File: src/rtl/core/palette_sprite_pixel_expander_defines.svh
// ----------------------------------------------------------------------------
// Palette sprite pixel expander: assertion macros
// Shared concurrent assertion forms used across the expander RTL.
// ----------------------------------------------------------------------------
`ifndef PALETTE_SPRITE_PIXEL_EXPANDER_DEFINES_SVH
`define PALETTE_SPRITE_PIXEL_EXPANDER_DEFINES_SVH

// Same-cycle implication, disabled during reset
`define PSPE_ASSERT_IMPLY(lbl, clk, rst, ante, cons, msg) \
   lbl: assert property (@(posedge clk) disable iff (rst) (ante) |-> (cons)) else $error(msg);

// Next-cycle implication, disabled during reset
`define PSPE_ASSERT_NEXT(lbl, clk, rst, ante, cons, msg) \
   lbl: assert property (@(posedge clk) disable iff (rst) (ante) |=> (cons)) else $error(msg);

`endif

File: src/rtl/core/pspe_pkg.sv
// ----------------------------------------------------------------------------
// pspe_pkg
// Types and constants shared by the palette sprite pixel expander.
// ----------------------------------------------------------------------------
package pspe_pkg;

   // Input item
   typedef struct packed {
      logic        opcode;
      logic [15:0] x_start;
      logic [15:0] y_start;
      logic [15:0] win_width;
      logic [15:0] win_height;
      logic [7:0]  pixel_byte;
   } req_type;

   // Result item
   typedef struct packed {
      logic        word_kind;
      logic [15:0] word_value;
      logic        run_last;
   } rsp_type;

   // Classified job handed from front to back
   typedef struct packed {
      logic        is_bitmap;
      logic        depth;
      logic [15:0] x_start;
      logic [15:0] x_end;
      logic [15:0] y_start;
      logic [15:0] y_end;
      logic [7:0]  pixel_byte;
   } job_type;

   typedef logic [3:0][15:0] palette_type;

   // Opcodes
   localparam logic OP_WINDOW = 1'b0;
   localparam logic OP_BITMAP = 1'b1;

   // Word kinds
   localparam logic KIND_CMD  = 1'b0;
   localparam logic KIND_DATA = 1'b1;

   // Pixel depth codes
   localparam logic DEPTH_1BPP = 1'b0;
   localparam logic DEPTH_2BPP = 1'b1;

   // Display controller commands
   localparam logic [7:0] CMD_COLUMN_SET   = 8'h2A;
   localparam logic [7:0] CMD_PAGE_SET     = 8'h2B;
   localparam logic [7:0] CMD_MEMORY_WRITE = 8'h2C;

   // Register indexes
   localparam int unsigned CSR_IDX_W = 3;
   localparam logic [CSR_IDX_W-1:0] CSR_PALETTE_0   = 3'd0;
   localparam logic [CSR_IDX_W-1:0] CSR_PALETTE_1   = 3'd1;
   localparam logic [CSR_IDX_W-1:0] CSR_PALETTE_2   = 3'd2;
   localparam logic [CSR_IDX_W-1:0] CSR_PALETTE_3   = 3'd3;
   localparam logic [CSR_IDX_W-1:0] CSR_PIXEL_DEPTH = 3'd4;

   // Back-end word steps
   localparam int unsigned STEP_W = 4;
   localparam logic [STEP_W-1:0] WIN_STEP_COL_CMD  = 4'd0;
   localparam logic [STEP_W-1:0] WIN_STEP_X_START  = 4'd1;
   localparam logic [STEP_W-1:0] WIN_STEP_X_END    = 4'd2;
   localparam logic [STEP_W-1:0] WIN_STEP_PAGE_CMD = 4'd3;
   localparam logic [STEP_W-1:0] WIN_STEP_Y_START  = 4'd4;
   localparam logic [STEP_W-1:0] WIN_STEP_Y_END    = 4'd5;
   localparam logic [STEP_W-1:0] WIN_STEP_MEM_CMD  = 4'd6;
   localparam logic [STEP_W-1:0] BPP1_LAST_STEP    = 4'd15;
   localparam logic [STEP_W-1:0] BPP2_LAST_STEP    = 4'd7;

endpackage

File: src/rtl/core/palette_sprite_pixel_expander.sv
// ----------------------------------------------------------------------------
// palette_sprite_pixel_expander
// Sprite window and bitmap bytes in, display controller words out.
//
//   Channel   Dir  Handshake              Payload
//   req_      in   req_valid/req_ready    req_type  (opcode, window, byte)
//   rsp_      out  rsp_valid/rsp_ready    rsp_type  (kind, value, last)
//   csr_      in   csr_wr_en              csr_index, csr_wr_data
//
// One word leaves per cycle from the back-end output register while rsp_ready
// is high: a window item gives 7 words, a bitmap byte 16 (1 bpp) or 8 (2 bpp).
// Items enter while earlier ones are still expanding, held in a queue of
// QUEUE_DEPTH jobs; req_ready drops only when that queue is full.
// Reset clears control and CSR state, not data; the block is ready the cycle after.
// rsp_ready low holds the output word; the queue then fills behind it.
// ----------------------------------------------------------------------------
module palette_sprite_pixel_expander #(
   parameter int unsigned QUEUE_DEPTH = 2
) (
   input  logic                         clock,
   input  logic                         reset,
   input  logic                         req_valid,
   output logic                         req_ready,
   input  pspe_pkg::req_type            req_data,
   output logic                         rsp_valid,
   input  logic                         rsp_ready,
   output pspe_pkg::rsp_type            rsp_data,
   input  logic                         csr_wr_en,
   input  logic [pspe_pkg::CSR_IDX_W-1:0] csr_index,
   input  logic [15:0]                  csr_wr_data
);
   import pspe_pkg::*;

   palette_type palette_ff, palette_in;
   logic        depth_ff, depth_in;
   logic        push, pop, full, empty;
   job_type     push_job, head_job;

   // Configuration registers
   always_comb begin
      palette_in = palette_ff;
      depth_in   = depth_ff;
      if (csr_wr_en) begin
         case (csr_index)
            CSR_PALETTE_0:   palette_in[0] = csr_wr_data;
            CSR_PALETTE_1:   palette_in[1] = csr_wr_data;
            CSR_PALETTE_2:   palette_in[2] = csr_wr_data;
            CSR_PALETTE_3:   palette_in[3] = csr_wr_data;
            CSR_PIXEL_DEPTH: depth_in      = csr_wr_data[0];
            default: ;
         endcase
      end
   end

   always_ff @(posedge clock) begin
      if (reset) begin
         palette_ff <= '0;
         depth_ff   <= DEPTH_2BPP;
      end else begin
         palette_ff <= palette_in;
         depth_ff   <= depth_in;
      end
   end

   // Front: accept and classify
   pspe_front u_front (
      .req_valid   (req_valid),
      .req_ready   (req_ready),
      .req_data    (req_data),
      .pixel_depth (depth_ff),
      .queue_full  (full),
      .push        (push),
      .push_job    (push_job)
   );

   // Job queue
   pspe_queue #(
      .DEPTH (QUEUE_DEPTH)
   ) u_queue (
      .clock    (clock),
      .reset    (reset),
      .push     (push),
      .push_job (push_job),
      .pop      (pop),
      .full     (full),
      .empty    (empty),
      .head_job (head_job)
   );

   // Back: word sequencing
   pspe_back u_back (
      .clock     (clock),
      .reset     (reset),
      .job_valid (!empty),
      .job       (head_job),
      .palette   (palette_ff),
      .pop       (pop),
      .rsp_valid (rsp_valid),
      .rsp_ready (rsp_ready),
      .rsp_data  (rsp_data)
   );

endmodule

File: src/rtl/core/pspe_front.sv
// ----------------------------------------------------------------------------
// pspe_front
// Accepts input items, classifies them and precomputes window end points.
// ----------------------------------------------------------------------------
module pspe_front (
   input  logic             req_valid,
   output logic             req_ready,
   input  pspe_pkg::req_type req_data,
   input  logic             pixel_depth,
   input  logic             queue_full,
   output logic             push,
   output pspe_pkg::job_type push_job
);
   import pspe_pkg::*;

   // Take an item whenever the queue has room
   assign req_ready = !queue_full;
   assign push      = req_valid && !queue_full;

   // Classify and compute end coordinates (wrap at 16 bits)
   always_comb begin
      push_job            = '0;
      push_job.is_bitmap  = (req_data.opcode == OP_BITMAP);
      push_job.depth      = pixel_depth;
      push_job.x_start    = req_data.x_start;
      push_job.x_end      = 16'(req_data.x_start + req_data.win_width - 16'd1);
      push_job.y_start    = req_data.y_start;
      push_job.y_end      = 16'(req_data.y_start + req_data.win_height - 16'd1);
      push_job.pixel_byte = req_data.pixel_byte;
   end

endmodule

File: src/rtl/core/pspe_queue.sv
`include "palette_sprite_pixel_expander_defines.svh"
// ----------------------------------------------------------------------------
// pspe_queue
// Short register queue of classified jobs between front and back.
// ----------------------------------------------------------------------------
module pspe_queue #(
   parameter int unsigned DEPTH = 2   // 2 and up
) (
   input  logic              clock,
   input  logic              reset,
   input  logic              push,
   input  pspe_pkg::job_type push_job,
   input  logic              pop,
   output logic              full,
   output logic              empty,
   output pspe_pkg::job_type head_job
);
   import pspe_pkg::*;

   localparam int unsigned PTR_W = $clog2(DEPTH);
   localparam int unsigned CNT_W = $clog2(DEPTH + 1);
   localparam logic [PTR_W-1:0] PTR_LAST = PTR_W'(DEPTH - 1);
   localparam logic [CNT_W-1:0] CNT_FULL = CNT_W'(DEPTH);

   job_type            slot_ff [DEPTH];
   logic [PTR_W-1:0]   wr_ptr_ff, wr_ptr_in;
   logic [PTR_W-1:0]   rd_ptr_ff, rd_ptr_in;
   logic [CNT_W-1:0]   count_ff, count_in;

   assign full     = (count_ff == CNT_FULL);
   assign empty    = (count_ff == '0);
   assign head_job = slot_ff[rd_ptr_ff];

   // Pointer and fill count update
   always_comb begin
      wr_ptr_in = wr_ptr_ff;
      rd_ptr_in = rd_ptr_ff;
      count_in  = count_ff;
      if (push) begin
         wr_ptr_in = (wr_ptr_ff == PTR_LAST) ? '0 : wr_ptr_ff + 1'b1;
      end
      if (pop) begin
         rd_ptr_in = (rd_ptr_ff == PTR_LAST) ? '0 : rd_ptr_ff + 1'b1;
      end
      if (push && !pop) begin
         count_in = count_ff + 1'b1;
      end else if (pop && !push) begin
         count_in = count_ff - 1'b1;
      end
   end

   always_ff @(posedge clock) begin
      if (reset) begin
         wr_ptr_ff <= '0;
         rd_ptr_ff <= '0;
         count_ff  <= '0;
      end else begin
         wr_ptr_ff <= wr_ptr_in;
         rd_ptr_ff <= rd_ptr_in;
         count_ff  <= count_in;
      end
   end

   // Slot storage, no reset
   always_ff @(posedge clock) begin
      if (push) begin
         slot_ff[wr_ptr_ff] <= push_job;
      end
   end

   // Checks
   `PSPE_ASSERT_IMPLY(a_no_push_full, clock, reset, push, !full, "push into full queue")
   `PSPE_ASSERT_IMPLY(a_no_pop_empty, clock, reset, pop, !empty, "pop from empty queue")
   `PSPE_ASSERT_NEXT(a_count_up, clock, reset, push && !pop, count_ff == CNT_W'($past(count_ff) + 1'b1), "count lost a push")

endmodule

File: src/rtl/core/pspe_back.sv
`include "palette_sprite_pixel_expander_defines.svh"
// ----------------------------------------------------------------------------
// pspe_back
// Steps through the head job one word per cycle, while the output register is
// empty or being drained, into the output register.
module pspe_back (
   input  logic                  clock,
   input  logic                  reset,
   input  logic                  job_valid,
   input  pspe_pkg::job_type     job,
   input  pspe_pkg::palette_type palette,
   output logic                  pop,
   output logic                  rsp_valid,
   input  logic                  rsp_ready,
   output pspe_pkg::rsp_type     rsp_data
);
   import pspe_pkg::*;

   logic [STEP_W-1:0] step_ff, step_in;
   logic              rsp_valid_ff, rsp_valid_in;
   rsp_type           rsp_data_ff, rsp_data_in;
   logic              load;
   logic [STEP_W-1:0] last_step;
   logic              is_last;
   logic [7:0]        shifted;
   logic [1:0]        code;

   // Output register takes a word when empty or being drained
   assign load      = job_valid && (!rsp_valid_ff || rsp_ready);
   assign last_step = !job.is_bitmap ? WIN_STEP_MEM_CMD :
                      (job.depth == DEPTH_2BPP) ? BPP2_LAST_STEP : BPP1_LAST_STEP;
   assign is_last   = (step_ff == last_step);
   assign pop       = load && is_last;

   // Pixel code: step[3:1] (1 bpp) or step[2:1] (2 bpp) is the pixel, each sent twice
   always_comb begin
      if (job.depth == DEPTH_2BPP) begin
         shifted = job.pixel_byte << {step_ff[2:1], 1'b0};
         code    = shifted[7:6];
      end else begin
         shifted = job.pixel_byte << step_ff[3:1];
         code    = {1'b0, shifted[7]};
      end
   end

   // Word select
   always_comb begin
      rsp_data_in          = '0;
      rsp_data_in.run_last = is_last;
      if (job.is_bitmap) begin
         rsp_data_in.word_kind  = KIND_DATA;
         rsp_data_in.word_value = palette[code];
      end else begin
         case (step_ff)
            WIN_STEP_COL_CMD: begin
               rsp_data_in.word_kind  = KIND_CMD;
               rsp_data_in.word_value = {8'h00, CMD_COLUMN_SET};
            end
            WIN_STEP_X_START: begin
               rsp_data_in.word_kind  = KIND_DATA;
               rsp_data_in.word_value = job.x_start;
            end
            WIN_STEP_X_END: begin
               rsp_data_in.word_kind  = KIND_DATA;
               rsp_data_in.word_value = job.x_end;
            end
            WIN_STEP_PAGE_CMD: begin
               rsp_data_in.word_kind  = KIND_CMD;
               rsp_data_in.word_value = {8'h00, CMD_PAGE_SET};
            end
            WIN_STEP_Y_START: begin
               rsp_data_in.word_kind  = KIND_DATA;
               rsp_data_in.word_value = job.y_start;
            end
            WIN_STEP_Y_END: begin
               rsp_data_in.word_kind  = KIND_DATA;
               rsp_data_in.word_value = job.y_end;
            end
            default: begin
               rsp_data_in.word_kind  = KIND_CMD;
               rsp_data_in.word_value = {8'h00, CMD_MEMORY_WRITE};
            end
         endcase
      end
   end

   // Step counter and output valid
   always_comb begin
      step_in = step_ff;
      if (pop) begin
         step_in = '0;
      end else if (load) begin
         step_in = step_ff + 1'b1;
      end
      if (load) begin
         rsp_valid_in = 1'b1;
      end else if (rsp_ready) begin
         rsp_valid_in = 1'b0;
      end else begin
         rsp_valid_in = rsp_valid_ff;
      end
   end

   always_ff @(posedge clock) begin
      if (reset) begin
         step_ff      <= '0;
         rsp_valid_ff <= 1'b0;
      end else begin
         step_ff      <= step_in;
         rsp_valid_ff <= rsp_valid_in;
      end
   end

   always_ff @(posedge clock) begin
      if (load) begin
         rsp_data_ff <= rsp_data_in;
      end
   end

   assign rsp_valid = rsp_valid_ff;
   assign rsp_data  = rsp_data_ff;

   // Checks
   `PSPE_ASSERT_IMPLY(a_win_step_range, clock, reset, job_valid && !job.is_bitmap, step_ff <= WIN_STEP_MEM_CMD, "window step out of range")
   `PSPE_ASSERT_NEXT(a_step_restart, clock, reset, pop, step_ff == '0, "step not restarted after job")
   `PSPE_ASSERT_NEXT(a_last_flag, clock, reset, load, rsp_valid_ff && (rsp_data_ff.run_last == $past(is_last)), "run_last mismatch")

endmodule
File: config.mk
export PLATFORM = sky130hd
export DESIGN_NAME = palette_sprite_pixel_expander
export DESIGN_NICKNAME = d
export VERILOG_FILES = /design/src/rtl/core/pspe_pkg.sv /design/src/rtl/core/palette_sprite_pixel_expander.sv /design/src/rtl/core/pspe_front.sv /design/src/rtl/core/pspe_queue.sv /design/src/rtl/core/pspe_back.sv
export VERILOG_INCLUDE_DIRS = /design/src /design/src/rtl/core
export SDC_FILE = /design/constraint.sdc
export NUM_CORES = 1
export LEC_CHECK = 0
export BUFFER_PORTS_ARGS = -buffer_cell sky130_fd_sc_hd__buf_2
export CORE_MARGIN = 2
export CORE_UTILIZATION = 25
export CTS_CLUSTER_DIAMETER = 120
export CTS_CLUSTER_SIZE = 12
export DETAILED_ROUTE_END_ITERATION = 7
export PLACE_DENSITY_LB_ADDON = 0.15
export SLEW_MARGIN = 20
export SYNTH_ARGS = -nofsm -noshare
export SYNTH_HDL_FRONTEND = slang
export SYNTH_SLANG_ARGS = --single-unit
export TNS_END_PERCENT = 10
File: constraint.sdc
create_clock -name clock -period 4.95 [get_ports clock]
set_input_delay 0.7425 -clock clock [delete_from_list [all_inputs] [get_ports clock]]
set_output_delay 0.7425 -clock clock [all_outputs]
set_load 0.05 [all_outputs]
==> run metrics <==
Pwr Density 393 mW/mm2; Unique masters post-synth 55; Syn Inst Count 1086; flip-flop and latch count after synthesis 241; syn nets 1248; Core Region 0.0465 mm2; crit path cell chain mux4_2 -> o22ai_1 -> o22ai_1 -> a21oi_4 -> buf_4 -> mux2i_1 -> o221ai_1; Worst-Skew Late Latency 0.55 ns; vias after detailed routing 8192; Synth Flop Type edfxtp_1; vias in the first global route 8276; NumNets Final 1355; Worst-Margin Slew 0.961 ns; multi-input logic area 0.00459 mm2; synth warn 0; root buffer cell clkbuf_16; Slew HR 35.9%; Post-Syn Area per Cell 10.8 um2; final hold slack 0.382 ns; total of max-cap violations 0; post-cts sizing count 0; Sink Count 241; RSZ-0062 raised after global routing no; Post-CTS Setup Inserts 0; minimum clock period 3.37 ns; Crit path required time 5.20 ns; largest net degree at the start of global routing 53; dpl hpwl 23600 um; Pwr Total 5.39 mW; drt first pass iters 5; drt total wl 33100 um; Worst Path Buf+Inv 1; area delta synth->final 16.6%; CTS tree built; FF-to-FF path depth 7; # DRC 0; sequential cell area 0.00649 mm2; Starting DRT DRC Count 506; Placed Instance Area 0.0130 mm2; Max IR drop VDD 0.182 mV; gr ovfl total 0; CTS max path bufs 3; fillcell total 4865; worst stage delay on the critical path 0.75 ns; Vias/cell 4.51; Area contributors post-synth edfxtp_1, dfxtp_1, ha_1; Fmax achieved 0.296 GHz; Hold Path Stages 1; num rows 79; area leader, netlist edfxtp_1; Routed Antenna Nets 0; die area 0.0487 mm2; Chip Height 221 um; FF-to-FF setup slack 1.58 ns; initial core utilization 25.3%; count of pins over their slew limit 0; Tcrit/Tclk final 68.2%; I/O pin count 117; critical path fanouts, max 34; global-route wire length before repair 50300 um; RR Endpoint u_back.rsp_data[5]$_DFFE_PP_; Worst Hold Path EP u_queue.slot_ff[1][4]$_DFFE_PP_; CTS Hold Bufs 0; fraction of registers with async set/reset 0%; HP Start req_data[4]; GRT Util Overall 13.7%; crit path kind flip-flop to flip-flop; htree depth 1; top-count cell post-synth edfxtp_1; Post-synth EDFFs 166; die width 221 um; setup TNS 0 ns; Synth top area share 42.4%; status completed; Setup-failing EPs final 0; Seq/Total Area, Yosys 55.2%; final instance count without filler cells 1818; slowest cell on the critical path dfxtp_4; Placer Congestion 0.819; worst min-delay path class input port to flip-flop; Critical Path Start Type flip-flop; # diodes 0; wire per inst 18.2 um; Hold Vio Cnt, Final 0; Leak 5.18 nW; layout cells sized above 1 15.0%; clk_skew 0.0219 ns; initial antenna violation count 1; number of I/O port buffers 116; worst endpoint data arrival time 3.62 ns; DP Cell Count 1774; clock-pin slew on the worst setup and hold paths 0.06 ns; Num CTS Buffers 24; mapped cell area 0.0117 mm2; Top delay family on crit path compound AO/OA/AOI/OAI gates; Setup crit end kind flip-flop; CP most frequent cell o22ai_1; design area 0.0137 mm2; synth cell count leaders edfxtp_1, nand2_1, inv_1
-- flip-flops by register name (all words and copies together), names as in the netlist, named ones only --
| name | flops |
|---|---|
| u_queue.slot_ff | 148 |
| palette_ff | 64 |
| u_back.rsp_data | 18 |
| u_back.step_ff | 4 |
| u_queue.count_ff | 2 |
| depth_ff | 1 |
| u_back.rsp_valid | 1 |
| u_queue.rd_ptr_ff | 1 |
| u_queue.wr_ptr_ff | 1 |
-- metal layers --
layer | track usage (%) | wire length (um)
met1 | 18.6 | 15600
met3 | 1.97 | 1440
met4 | 3.38 | 554
met2 | 22.9 | 15600
met5 | 0 | 13
-- kinds of logic after synthesis --
group	Yosys count	share of synthesized area, %
adder cells (fa/ha/maj)	65	7.05
flip-flops	241	55.2
buffers and inverters	178	5.86
AO/OA/AOI/OAI	225	12.2
XOR/XNOR	33	2.46
AND/OR/NAND/NOR	264	9.77
multiplexers	80	7.49
-- where the power goes --
part / leakage (nW) / switching (mW) / internal, mW
clock: 0.333 / 0.766 / 0.923
sequential: 2.16 / 0.0768 / 2.44
combinational: 2.68 / 0.802 / 0.384
total: 5.18 / 1.65 / 3.74
-- layout by cell type, fill, tap and decap left out, types with 13 or more instances in the layout --
cell	n
nand3_1	15
o22ai_1	25
dfxtp_1	74
nand2_1	155
ha_1	63
clkbuf_16	24
xnor2_1	20
buf_2	116
o221ai_1	13
o21ai_0	34
xor2_1	13
nor2_1	37
mux2i_1	71
a21oi_1	82
buf_4	13
inv_1	130
edfxtp_1	166
clkbuf_1	17
a22oi_1	19
-- worst max path at each step --
| stage | to | depth (start not counted) | slack (ns) | from |
|---|---|---|---|---|
| finish | u_back.rsp_data[5]$_DFFE_PP_ | 7 | 1.58 | flip-flop |
| global route | u_back.rsp_data[5]$_DFFE_PP_ | 7 | 1.32 | flip-flop |
| CTS | u_back.rsp_data[14]$_DFFE_PP_ | 7 | 1.50 | flip-flop |
| detailed placement | u_back.rsp_data[5]$_DFFE_PP_ | 7 | 1.52 | flip-flop |
| global placement | u_queue.slot_ff[0][55]$_DFFE_PP_ | 12 | 1.55 | req_data[57] |
| floorplan | u_queue.slot_ff[0][0]$_DFFE_PP_ | 3 | 0.28 | u_queue.count_ff[0]$_SDFFE_PP0P_ |
-- final cells by class --
type | count | area share [%]
inverter | 130 | 3.56
clock inverter | 2 | 0.201
sequential | 241 | 47.4
tap | 607 | 5.54
multi-input combinational | 667 | 33.5
clock buffer | 42 | 4.90
timing repair buffer | 129 | 4.95
-- worst reg2reg max path, cell delays in order (launching register included) --
cell and delay (ns):
dfxtp_4 0.75, mux4_2 0.58, o22ai_1 0.16, o22ai_1 0.13, a21oi_4 0.72, buf_4 0.35
mux2i_1 0.21, o221ai_1 0.16
-- metrics by stage --
step | util (%) | setup WS (ns)
final | 29.5 | 1.58
after global routing | 29.5 | 1.32
after CTS | 29.5 | 1.50
after detailed placement | 28.0 | 1.52
after global placement | 28.0 | 1.55
after floorplan | - | 0.276
(Power assumes the default switching activity.)
